`config.mk`:
```
export PLATFORM = sky130hd
export DESIGN_NAME = response_frame_matcher_crc8_core_flat
export DESIGN_NICKNAME = d
export VERILOG_FILES = /design/src/hdl/rfm_pkg.sv /design/src/hdl/rfm_if.sv /design/src/hdl/rfm_crc8.sv /design/src/hdl/rfm_search.sv /design/src/hdl/response_frame_matcher_crc8_core.sv /design/src/flat_wrapper.sv
export SDC_FILE = /design/constraint.sdc
export NUM_CORES = 1
export LEC_CHECK = 0
export ABC_AREA = 1
export ABC_CLOCK_PERIOD_IN_PS = 3300
export BUFFER_PORTS_ARGS = -buffer_cell sky130_fd_sc_hd__buf_2
export CORE_MARGIN = 8
export CORE_UTILIZATION = 30
export CTS_BUF_LIST = sky130_fd_sc_hd__clkbuf_8
export DETAILED_ROUTE_END_ITERATION = 16
export HOLD_SLACK_MARGIN = 0.03
export MAX_ROUTING_LAYER = met4
export PLACE_DENSITY = 0.58
export SLEW_MARGIN = 20
export SYNTH_ARGS = -nofsm -noshare
export SYNTH_HDL_FRONTEND = slang
export SYNTH_SLANG_ARGS = --single-unit
```
`constraint.sdc`:
```
create_clock -name clk -period 3.3 [get_ports clk]
set_clock_uncertainty 0.05 [all_clocks]
set_input_delay 0.165 -clock clk [delete_from_list [all_inputs] [get_ports clk]]
set_output_delay 0.165 -clock clk [all_outputs]
set_load 0.02 [all_outputs]
```
`src/hdl/rfm_pkg.sv`:
```
// Shared types, constants and the CRC column function for the reply frame matcher.
`timescale 1ns / 1ps
`default_nettype none
package rfm_pkg;

  localparam int unsigned FRAME_LEN = 6;
  localparam int unsigned CRC_SPAN = 5;
  localparam int unsigned CRC_BITS = CRC_SPAN * 8;
  localparam logic [7:0] CRC_POLY = 8'h8C;
  localparam logic [7:0] CRC_INIT = 8'h00;
  localparam logic [7:0] SCAN_LIMIT_RESET = 8'd32;
  localparam logic [7:0] BYTES_SEEN_MAX = 8'd255;

  typedef enum logic [1:0] {
    ST_SEARCHING = 2'd0,
    ST_FOUND     = 2'd1,
    ST_TIMEOUT   = 2'd2,
    ST_IDLE      = 2'd3
  } status_t;

  typedef struct packed {
    status_t     status;
    logic [31:0] payload;
  } result_t;

  // Reflected CRC-8 of a message of CRC_SPAN bytes in which only bit k is set,
  // starting from the given initial value. Only evaluated at elaboration; a
  // value of k at or beyond CRC_BITS gives the contribution of the initial value.
  function automatic logic [7:0] crc_column(input int unsigned k, input logic [7:0] init);
    logic [7:0] crc;
    logic       fb;
    logic       v;
    crc = init;
    for (int unsigned i = 0; i < CRC_BITS; i++) begin
      v = (i == k);
      fb = crc[0] ^ v;
      crc = crc >> 1;
      if (fb) begin
        crc = crc ^ CRC_POLY;
      end
    end
    return crc;
  endfunction

endpackage
`default_nettype wire

```
`src/hdl/rfm_if.sv`:
```
// Word channel interfaces for the input, result and configuration ports.
`timescale 1ns / 1ps
`default_nettype none
interface rfm_in_if;
  logic       valid;
  logic       ready;
  logic       restart;
  logic [7:0] expected_id;
  logic [7:0] rx_byte;
  modport source (output valid, output restart, output expected_id, output rx_byte,
                  input ready);
  modport sink (input valid, input restart, input expected_id, input rx_byte,
                output ready);
endinterface

interface rfm_out_if;
  logic        valid;
  logic        ready;
  logic [1:0]  status;
  logic [31:0] payload;
  modport source (output valid, output status, output payload, input ready);
  modport sink (input valid, input status, input payload, output ready);
endinterface

interface rfm_cfg_if;
  logic       valid;
  logic       ready;
  logic [7:0] data;
  modport source (output valid, output data, input ready);
  modport sink (input valid, input data, output ready);
endinterface
`default_nettype wire

```
`src/hdl/rfm_crc8.sv`:
```
// Reflected CRC-8 of five bytes as a single XOR network.
`timescale 1ns / 1ps
`default_nettype none
module rfm_crc8 (
  input  wire logic [rfm_pkg::CRC_BITS-1:0] data,
  output logic [7:0]                        crc
);

  localparam logic [7:0] CRC_BASE = rfm_pkg::crc_column(rfm_pkg::CRC_BITS, rfm_pkg::CRC_INIT);

  logic [7:0] term [rfm_pkg::CRC_BITS];

  for (genvar k = 0; k < rfm_pkg::CRC_BITS; k++) begin : g_col
    localparam logic [7:0] COL = rfm_pkg::crc_column(k, 8'h00);
    assign term[k] = data[k] ? COL : 8'h00;
  end

  always_comb begin
    crc = CRC_BASE;
    for (int unsigned k = 0; k < rfm_pkg::CRC_BITS; k++) begin
      crc = crc ^ term[k];
    end
  end

endmodule
`default_nettype wire

```
`src/hdl/rfm_search.sv`:
```
// Search state: byte window, target id, byte count and the match decision.
`timescale 1ns / 1ps
`default_nettype none
module rfm_search (
  input  wire logic       clk,
  input  wire logic       rst_n,
  input  wire logic       accept,
  input  wire logic       restart,
  input  wire logic [7:0] expected_id,
  input  wire logic [7:0] rx_byte,
  input  wire logic [7:0] scan_limit,
  output rfm_pkg::result_t result
);

  logic [7:0] window_r [rfm_pkg::FRAME_LEN];
  logic [7:0] window_nxt [rfm_pkg::FRAME_LEN];
  logic [7:0] target_id_r, target_id_nxt;
  logic [7:0] bytes_seen_r, bytes_seen_nxt;
  logic       finished_r, finished_nxt;
  logic [rfm_pkg::CRC_BITS-1:0] crc_data;
  logic [7:0] crc;
  logic       match;

  // After the shift, bytes one to five of the current window become the first
  // five of the new one, so the check runs on the stored bytes directly.
  always_comb begin
    for (int unsigned i = 0; i < rfm_pkg::CRC_SPAN; i++) begin
      crc_data[i*8 +: 8] = window_r[i+1];
    end
  end

  rfm_crc8 u_crc (
    .data (crc_data),
    .crc  (crc)
  );

  always_comb begin
    for (int unsigned i = 0; i < rfm_pkg::FRAME_LEN - 1; i++) begin
      window_nxt[i] = window_r[i+1];
    end
    window_nxt[rfm_pkg::FRAME_LEN-1] = rx_byte;
    bytes_seen_nxt = (bytes_seen_r == rfm_pkg::BYTES_SEEN_MAX) ? bytes_seen_r
                                                              : bytes_seen_r + 8'd1;
    target_id_nxt = target_id_r;
    finished_nxt = finished_r;
    match = (bytes_seen_nxt >= 8'(rfm_pkg::FRAME_LEN)) && (window_r[1] == target_id_r)
            && (rx_byte == crc);
    result.status = rfm_pkg::ST_SEARCHING;
    result.payload = 32'd0;

    if (restart) begin
      for (int unsigned i = 0; i < rfm_pkg::FRAME_LEN; i++) begin
        window_nxt[i] = 8'h00;
      end
      bytes_seen_nxt = 8'd0;
      target_id_nxt = expected_id;
      finished_nxt = 1'b0;
    end else if (finished_r) begin
      for (int unsigned i = 0; i < rfm_pkg::FRAME_LEN; i++) begin
        window_nxt[i] = window_r[i];
      end
      bytes_seen_nxt = bytes_seen_r;
      result.status = rfm_pkg::ST_IDLE;
    end else if (match) begin
      result.status = rfm_pkg::ST_FOUND;
      result.payload = {window_r[5], window_r[4], window_r[3], window_r[2]};
      finished_nxt = 1'b1;
    end else if (bytes_seen_nxt >= scan_limit) begin
      result.status = rfm_pkg::ST_TIMEOUT;
      finished_nxt = 1'b1;
    end
  end

  always_ff @(posedge clk) begin
    if (!rst_n) begin
      for (int unsigned i = 0; i < rfm_pkg::FRAME_LEN; i++) begin
        window_r[i] <= 8'h00;
      end
      target_id_r <= 8'h00;
      bytes_seen_r <= 8'd0;
      finished_r <= 1'b1;
    end else if (accept) begin
      window_r <= window_nxt;
      target_id_r <= target_id_nxt;
      bytes_seen_r <= bytes_seen_nxt;
      finished_r <= finished_nxt;
    end
  end

endmodule
`default_nettype wire

```
`src/hdl/response_frame_matcher_crc8_core.sv`:
```
// Top level of the reply frame matcher with CRC-8 check.
`timescale 1ns / 1ps
`default_nettype none
// Each accepted input word gives exactly one result word in the next cycle.
// A word is taken in every cycle in which the output register is empty or
// is being emptied, so the block sustains one word per clock; the only limit
// is the single output register and the readiness of its consumer. The window
// shift and the CRC check of the five stored bytes are evaluated in the same
// cycle as the incoming byte. The scan limit register is written through the
// configuration channel, which is always ready.
module response_frame_matcher_crc8_core (
  input wire logic   clk,
  input wire logic   rst_n,
  rfm_in_if.sink     in_ch,
  rfm_out_if.source  out_ch,
  rfm_cfg_if.sink    cfg_ch
);

  logic              out_valid_r, out_valid_nxt;
  rfm_pkg::result_t  out_word_r;
  rfm_pkg::result_t  result;
  logic [7:0]        scan_limit_r;
  logic              accept;

  assign in_ch.ready = !out_valid_r || out_ch.ready;
  assign accept = in_ch.valid && in_ch.ready;
  assign cfg_ch.ready = 1'b1;

  rfm_search u_search (
    .clk         (clk),
    .rst_n       (rst_n),
    .accept      (accept),
    .restart     (in_ch.restart),
    .expected_id (in_ch.expected_id),
    .rx_byte     (in_ch.rx_byte),
    .scan_limit  (scan_limit_r),
    .result      (result)
  );

  always_comb begin
    out_valid_nxt = out_valid_r;
    if (accept) begin
      out_valid_nxt = 1'b1;
    end else if (out_ch.ready) begin
      out_valid_nxt = 1'b0;
    end
  end

  always_ff @(posedge clk) begin
    if (!rst_n) begin
      out_valid_r <= 1'b0;
      scan_limit_r <= rfm_pkg::SCAN_LIMIT_RESET;
    end else begin
      out_valid_r <= out_valid_nxt;
      if (cfg_ch.valid) begin
        scan_limit_r <= cfg_ch.data;
      end
    end
  end

  always_ff @(posedge clk) begin
    if (accept) begin
      out_word_r <= result;
    end
  end

  assign out_ch.valid = out_valid_r;
  assign out_ch.status = out_word_r.status;
  assign out_ch.payload = out_word_r.payload;

endmodule
`default_nettype wire

```
`src/flat_wrapper.sv`:
```
// flat-port wrapper written by rule: the top's interface ports become plain ports
module response_frame_matcher_crc8_core_flat 
  (clk, rst_n, in_ch_valid, in_ch_restart, in_ch_expected_id, in_ch_rx_byte, in_ch_ready, out_ch_valid, out_ch_status, out_ch_payload, out_ch_ready, cfg_ch_valid, cfg_ch_data, cfg_ch_ready);
  rfm_in_if in_ch_i ();
  rfm_out_if out_ch_i ();
  rfm_cfg_if cfg_ch_i ();
  input wire logic clk;
  input wire logic rst_n;
  input wire logic [$bits(in_ch_i.valid)-1:0] in_ch_valid;
  input wire logic [$bits(in_ch_i.restart)-1:0] in_ch_restart;
  input wire logic [$bits(in_ch_i.expected_id)-1:0] in_ch_expected_id;
  input wire logic [$bits(in_ch_i.rx_byte)-1:0] in_ch_rx_byte;
  output wire logic [$bits(in_ch_i.ready)-1:0] in_ch_ready;
  output wire logic [$bits(out_ch_i.valid)-1:0] out_ch_valid;
  output wire logic [$bits(out_ch_i.status)-1:0] out_ch_status;
  output wire logic [$bits(out_ch_i.payload)-1:0] out_ch_payload;
  input wire logic [$bits(out_ch_i.ready)-1:0] out_ch_ready;
  input wire logic [$bits(cfg_ch_i.valid)-1:0] cfg_ch_valid;
  input wire logic [$bits(cfg_ch_i.data)-1:0] cfg_ch_data;
  output wire logic [$bits(cfg_ch_i.ready)-1:0] cfg_ch_ready;
  assign in_ch_i.valid = in_ch_valid;
  assign in_ch_i.restart = in_ch_restart;
  assign in_ch_i.expected_id = in_ch_expected_id;
  assign in_ch_i.rx_byte = in_ch_rx_byte;
  assign in_ch_ready = in_ch_i.ready;
  assign out_ch_valid = out_ch_i.valid;
  assign out_ch_status = out_ch_i.status;
  assign out_ch_payload = out_ch_i.payload;
  assign out_ch_i.ready = out_ch_ready;
  assign cfg_ch_i.valid = cfg_ch_valid;
  assign cfg_ch_i.data = cfg_ch_data;
  assign cfg_ch_ready = cfg_ch_i.ready;
  response_frame_matcher_crc8_core u_core (.clk(clk), .rst_n(rst_n), .in_ch(in_ch_i), .out_ch(out_ch_i), .cfg_ch(cfg_ch_i));
endmodule
```
Yosys cells after proc, flatten, opt, wreduce, memory -nomap -nowiden. Index checks and enable logic that the tools add are counted.

Add/sub/neg operators: 1. Order comparisons: 2. Equal/unequal tests: 4. Mux-type cells: 54. Bitwise gates (word level): 40. Reduce and logical (&&, ||, !) cells: 9.

Operator list (number): $xor 8x8->8 (39); $mux 8 (23); $mux 40 (2); $mux 7 (9); $mux 6 (7); $eq 8x8->1 (2); $mux 5 (2); $add 8x1->8 const B (1); $eq 8x8->1 const B (1); $ge 8x3->1 const B (1); $ge 8x8->1 (1); $mux 1 (6); $mux 2 (3); $mux 4 (1); $reduce_and 2->1 (2); $logic_and 1x1->1 (3); $mux 3 (1); $reduce_or 3->1 (1); $ne 2x2->1 const B (1); $reduce_bool 2->1 (1); $logic_not 1->1 (1); $logic_or 1x1->1 (1); $not 1->1 (1).

Register bits after elaboration: 100. Bits of input ports: 30.

Logic depth before layout (Yosys ltp).
Word-level depth: 45. Mapped depth: 22. Gate-level depth less buffers: 20.

Hierarchy. A second synthesis with hierarchy kept.

Cell total of the unflattened synthesis: 943. Area total of the unflattened synthesis: 6462.4 um2.

Modules (own cells, without submodules): rfm_search (times used 1, cells each 455, area each 3173.0 um2, sequential area each 1141.1 um2); rfm_crc8 (times used 1, cells each 412, area each 1948.1 um2, sequential area each 0.0 um2); response_frame_matcher_crc8_core (times used 1, cells each 76, area each 1341.3 um2, sequential area each 1201.2 um2).

Worst setup path after synthesis. No wires, ideal clock.

Path kind: register -> register. Start point: reg u_core.out_valid_r, in the netlist u_core.out_ch.valid. End point: reg u_core.u_search.target_id_r[7]. Arrival time: 2.525 ns. Path slack: 0.593 ns. Cell stages (with the launch flop): 8. Clock period less this slack: 2.707 ns. Cell sequence: dfxtp_1 > nand2_1 > nand2_1 > inv_1 > clkbuf_1 > nand2_1 > nand2_1 > a21oi_1.

Cells in the longest elaborated chain, start to end: 4.

RTL lines: start: declaration (RTL line response_frame_matcher_crc8_core.sv:19) `logic out_valid_r, out_valid_nxt;`; start signal: assignment (RTL line response_frame_matcher_crc8_core.sv:54) `out_valid_r <= out_valid_nxt;`; $logic_not 1->1 (RTL line response_frame_matcher_crc8_core.sv:25) `assign in_ch.ready = !out_valid_r || out_ch.ready;`; $logic_or 1x1->1 (RTL line response_frame_matcher_crc8_core.sv:25); via in_ch_ready (RTL line flat_wrapper.sv:13) `output wire logic [$bits(in_ch_i.ready)-1:0] in_ch_ready;`; $logic_and 1x1->1 (RTL line response_frame_matcher_crc8_core.sv:26) `assign accept = in_ch.valid && in_ch.ready;`; via u_core.accept (RTL line response_frame_matcher_crc8_core.sv:23) `logic accept;`; $reduce_and 2->1 (no source line); end signal: assignment (RTL line rfm_search.sv:84) `target_id_r <= target_id_nxt;`; end: declaration (RTL line rfm_search.sv:17) `logic [7:0] target_id_r, target_id_nxt;`.

The timed path passes the listed nets, and every way through them passes these cells. A chain may end at the register's enable or synchronous reset.

Worst setup path in the final report.
Start point: reg u_core.u_search.window_r, in the netlist u_core.u_search.crc_data[15]. End point: reg u_core.out_word_r, in the netlist u_core.out_ch.payload[17], data pin.

Cells in the longest elaborated chain, start to end: 30.

RTL lines: start: declaration (RTL line rfm_search.sv:15) `logic [7:0] window_r [rfm_pkg::FRAME_LEN];`; start signal: assignment (RTL line rfm_search.sv:83) `window_r <= window_nxt;`; $mux 8 (RTL line rfm_crc8.sv:15) `assign term[k] = data[k] ? COL : 8'h00;`; $xor 8x8->8 (25 in a row) (RTL line rfm_crc8.sv:21) `crc = crc ^ term[k];`; $eq 8x8->1 (RTL line rfm_search.sv:47) `&& (rx_byte == crc);`; $logic_and 1x1->1 (RTL line rfm_search.sv:47); $not 1->1 (no source line); $reduce_or 3->1 (no source line); end signal: assignment (RTL line response_frame_matcher_crc8_core.sv:63) `out_word_r <= result;`; end: declaration (RTL line response_frame_matcher_crc8_core.sv:20) `rfm_pkg::result_t out_word_r;`.

No other way between the ends.

==> run summary <==
CRITICAL PATH
----------------------------------------------------------------------------------------------------
Critical path's top delay family                                                        simple AND/OR/NAND/NOR gates
Cell breakdown of the critical path                                                     inv_1, nand2_1, nand2_1, nand2_1, nand2_1, xor2_1, nand2_1, nand2_1, nand2_1, nand2_1, nand2_1, nor2_2, nand4_4, nor2_4, nand2_4, buf_12, nor2_4
Peak fanout along the critical path                                                               22
Biggest cell delay along the critical path                                                   0.65 ns
Worst setup path category                                                               register to register
Required @ worst endpoint                                                                    3.51 ns
Most frequent cell on the critical path                                                 sky130_fd_sc_hd__nand2_1
Crit path launch type                                                                       register
Buffers & Inverters on Critical Path                                                               2
Slowest stage cell on the critical path                                                 sky130_fd_sc_hd__dfxtp_1
Arr. time, crit path                                                                         3.19 ns
Critical path endpoint category                                                             register

TIMING
----------------------------------------------------------------------------------------------------
Pins over their slew limit                                                                         0
Final total negative setup slack                                                                0 ns
Final WS setup                                                                              0.313 ns
Count of endpoints failing hold in the final timing report                                         0
Achievable clock frequency                                                                 0.335 GHz
Number of setup violations in the final report                                                     0
Final period utilization                                                                       0.905
Setup repair after global routing missed its margin                                            false
Worst Tran Pin Value                                                                        0.919 ns
Minimum clock period after layout                                                            2.99 ns
Max transition margin                                                                          0.387

YOSYS
----------------------------------------------------------------------------------------------------
Post-Syn Instances                                                                               995
Count of unique library cells instantiated by Yosys                                               39
Ys async rst share                                                                                 0
Sequential share of the synthesized area                                                       0.348
Mapped cell area                                                                          6740 sq um
Most frequent cell after synthesis                                                      sky130_fd_sc_hd__nand2_1
Synthesized netlist net count                                                                  1,034
Number of flops mapped to enable cells by yosys                                                   34
Top cell types by occurrence after synthesis                                            sky130_fd_sc_hd__nand2_1, sky130_fd_sc_hd__a21oi_1, sky130_fd_sc_hd__inv_1
Synth Flop Type                                                                         sky130_fd_sc_hd__dfxtp_1
Library cell with the largest summed area after synthesis                               sky130_fd_sc_hd__nand2_1
Syn Area/Cell                                                                             6.77 sq um
Flip-flop and latch count after synthesis                                                        100
Top cells by area in the synthesized netlist                                            sky130_fd_sc_hd__nand2_1, sky130_fd_sc_hd__dfxtp_1, sky130_fd_sc_hd__edfxtp_1, sky130_fd_sc_hd__nor2_4, sky130_fd_sc_hd__a21oi_1
Yosys warnings                                                                                     0
Share of the synthesized area in the top cell type                                             0.245

FLOORPLAN
----------------------------------------------------------------------------------------------------
Starting density of the core                                                                   0.301
Placeable core region                                                                   22,400 sq um
Die Area                                                                                27,500 sq um
Die extent in y                                                                               166 um
I/O pin count                                                                                     67
Die Wd                                                                                        166 um
Number of standard-cell rows in the floorplan                                                     55

WORST HOLD PATH
----------------------------------------------------------------------------------------------------
Path category of the worst min-delay check                                              primary input to register

OUTCOME
----------------------------------------------------------------------------------------------------
Run status                                                                              finished clean

GLOBAL ROUTE
----------------------------------------------------------------------------------------------------
Global router's overall resource usage                                                         0.140
Largest net degree at the start of global routing                                                 60
Overall overflow remaining after global route                                                      0
Antenna violations before repair                                                                   0
Wire length of the first global-routing pass                                               30,100 um
Via count of the first global-routing pass                                                     5,710

POWER AND IR DROP
----------------------------------------------------------------------------------------------------
IR Drop Worst-Case VDD                                                                      0.237 mV
Total power per unit cell area                                                           322 nW/um^2
Final total power                                                                            2.50 mW
Static power due to leakage                                                                  3.51 nW

PLACEMENT
----------------------------------------------------------------------------------------------------
Post-DP HPWL                                                                               14,200 um
Final weighted congestion in routability-driven placement                                      0.909
Area post-placement                                                                       7180 sq um
Placed instance count                                                                          1,303
Worst slack, placed                                                                         0.364 ns
Buffers added on ports                                                                            65

CLOCKING
----------------------------------------------------------------------------------------------------
Clock-pin slew reported for the worst setup and hold paths after clock tree synthesis        0.10 ns
Maximum clock path buffer count                                                                    2
H-Tree Depth                                                                                       3
Clock Sinks                                                                                      100
Total of cells resized after clock tree synthesis                                                  0
Root Buffer                                                                             sky130_fd_sc_hd__clkbuf_8
Clock tree from TritonCTS                                                                       done
Total clock buffers created by CTS                                                                 9
Clock latency of the later-clocked register in the worst-skew pair                           0.39 ns

ROUTING
----------------------------------------------------------------------------------------------------
Number of detailed-routing iterations run before antenna repair                                    4
Via density                                                                                     4.54
Total via count after detailed routing                                                         6,146
Post-detailed-route count of antenna-violating nets                                                0
Count of unresolved DRC violations after routing                                                   0
WL per Instance                                                                              13.7 um
1st-iter DRT viols                                                                               396
Drt total wl                                                                               18,500 um

FINAL LAYOUT
----------------------------------------------------------------------------------------------------
Area used by multi-input combinational logic                                              3650 sq um
Filler cell count                                                                              2,401
Fraction of final layout cells with drive strength greater than 1                              0.172
Growth of design area from synthesis to finish                                                 14.8%
Diode count                                                                                        0
Post-layout instance count excluding filler cells                                              1,353
Cell area after layout                                                                    7740 sq um
Reg area                                                                                  2340 sq um
Final layout net count                                                                         1,102

RUN
----------------------------------------------------------------------------------------------------
Max capacitance violation total                                                                    0

worst reg2reg max path: stages (launching register included):
cell and delay, ns:
sky130_fd_sc_hd__dfxtp_1 0.65, sky130_fd_sc_hd__inv_1 0.26, sky130_fd_sc_hd__nand2_1 0.12, sky130_fd_sc_hd__nand2_1 0.05, sky130_fd_sc_hd__nand2_1 0.06, sky130_fd_sc_hd__nand2_1 0.15, sky130_fd_sc_hd__xor2_1 0.19, sky130_fd_sc_hd__nand2_1 0.08
sky130_fd_sc_hd__nand2_1 0.07, sky130_fd_sc_hd__nand2_1 0.04, sky130_fd_sc_hd__nand2_1 0.05, sky130_fd_sc_hd__nand2_1 0.05, sky130_fd_sc_hd__nor2_2 0.16, sky130_fd_sc_hd__nand4_4 0.15, sky130_fd_sc_hd__nor2_4 0.12, sky130_fd_sc_hd__nand2_4 0.20
sky130_fd_sc_hd__buf_12 0.28, sky130_fd_sc_hd__nor2_4 0.12
cells by family after synthesis:
group,Yosys count,synth area share
other cells,1,0.000556
fa+ha+maj,9,0.0167
xor+xnor,44,0.0583
flops,100,0.348
simple gates,595,0.401
buf+inv,161,0.112
compound gates,85,0.0646
layout make-up:
class | instances | share of cell area
clock buffers | 9 | 0.0160
clock inverters | 7 | 0.0116
inverters | 108 | 0.0542
multi-input cells | 734 | 0.471
flip-flops and latches | 100 | 0.303
well taps | 285 | 0.0461
repair buffers | 110 | 0.0983
layout by cell type, fill, tap and decap left out, types with 2 or more instances in the layout:
master	count
sky130_fd_sc_hd__nand2_4	2
sky130_fd_sc_hd__dlygate4sd3_1	34
sky130_fd_sc_hd__inv_1	66
sky130_fd_sc_hd__clkbuf_8	9
sky130_fd_sc_hd__o21ai_0	12
sky130_fd_sc_hd__nand2_2	9
sky130_fd_sc_hd__xnor2_1	24
sky130_fd_sc_hd__ha_1	9
sky130_fd_sc_hd__clkinv_2	2
sky130_fd_sc_hd__clkinv_1	5
sky130_fd_sc_hd__xor2_1	19
sky130_fd_sc_hd__nor2_4	32
sky130_fd_sc_hd__dfxtp_1	66
sky130_fd_sc_hd__bufinv_16	2
sky130_fd_sc_hd__inv_2	33
sky130_fd_sc_hd__nand4_1	6
sky130_fd_sc_hd__nor2_1	30
sky130_fd_sc_hd__nor2_2	4
sky130_fd_sc_hd__nand3b_1	11
sky130_fd_sc_hd__edfxtp_1	34
sky130_fd_sc_hd__nand2_1	440
sky130_fd_sc_hd__buf_4	10
sky130_fd_sc_hd__inv_4	5
sky130_fd_sc_hd__nand3_1	54
sky130_fd_sc_hd__a21oi_1	70
sky130_fd_sc_hd__buf_2	65
flip-flops by register name, indices dropped and copies added (netlist names):
| signal | flops |
|---|---|
| u_core.out_ch.valid | 1 |
| u_core.u_search.bytes_seen_r | 8 |
| u_core.out_ch.payload | 32 |
| u_core.u_search.finished_r | 1 |
| u_core.scan_limit_r | 8 |
| u_core.u_search.target_id_r | 8 |
| u_core.u_search.crc_data | 40 |
| u_core.out_ch.status | 2 |
layer usage:
metal | GRT usage | part of all wire | vias up
met5 | - | 0 | -
met4 | 0.0526 | 0.029 | 0
met3 | 0.0288 | 0.055 | 28
met2 | 0.217 | 0.44 | 147
met1 | 0.177 | 0.48 | 2761
li1 | - | - | 3210
path summary, 6_finish.rpt:
kind,start,to,depth (start not counted),slack (ns)
max,u_core.u_search.crc_data[15],u_core.out_ch.payload[17],17,0.31
min,in_ch_valid,u_core.out_ch.valid,3,0.07
max reg2reg,u_core.u_search.crc_data[15],u_core.out_ch.payload[17],17,0.31
min reg2reg,u_core.scan_limit_r[1],u_core.scan_limit_r[1],2,0.41
power breakdown:
part / switching (mW) / internal, mW
Sequential: 0.0157 / 1.31
Combinational: 0.181 / 0.109
Clock: 0.458 / 0.425
Total: 0.655 / 1.84
stage by stage:
stage | hold slack (ns) | util
finish | 0.0749 | 0.346
global route | 0.0708 | 0.346
CTS | 0.0617 | 0.346
detailed placement | 0.346 | 0.321
global placement | 0.334 | 0.321
floorplan | 0.226 | -
what timing repair did:
item,4_1_cts,5_1_grt
buffers inserted,0,0
hold endpoints to repair,25,0
hold buffers,34,0
(Power assumes the default switching activity.)
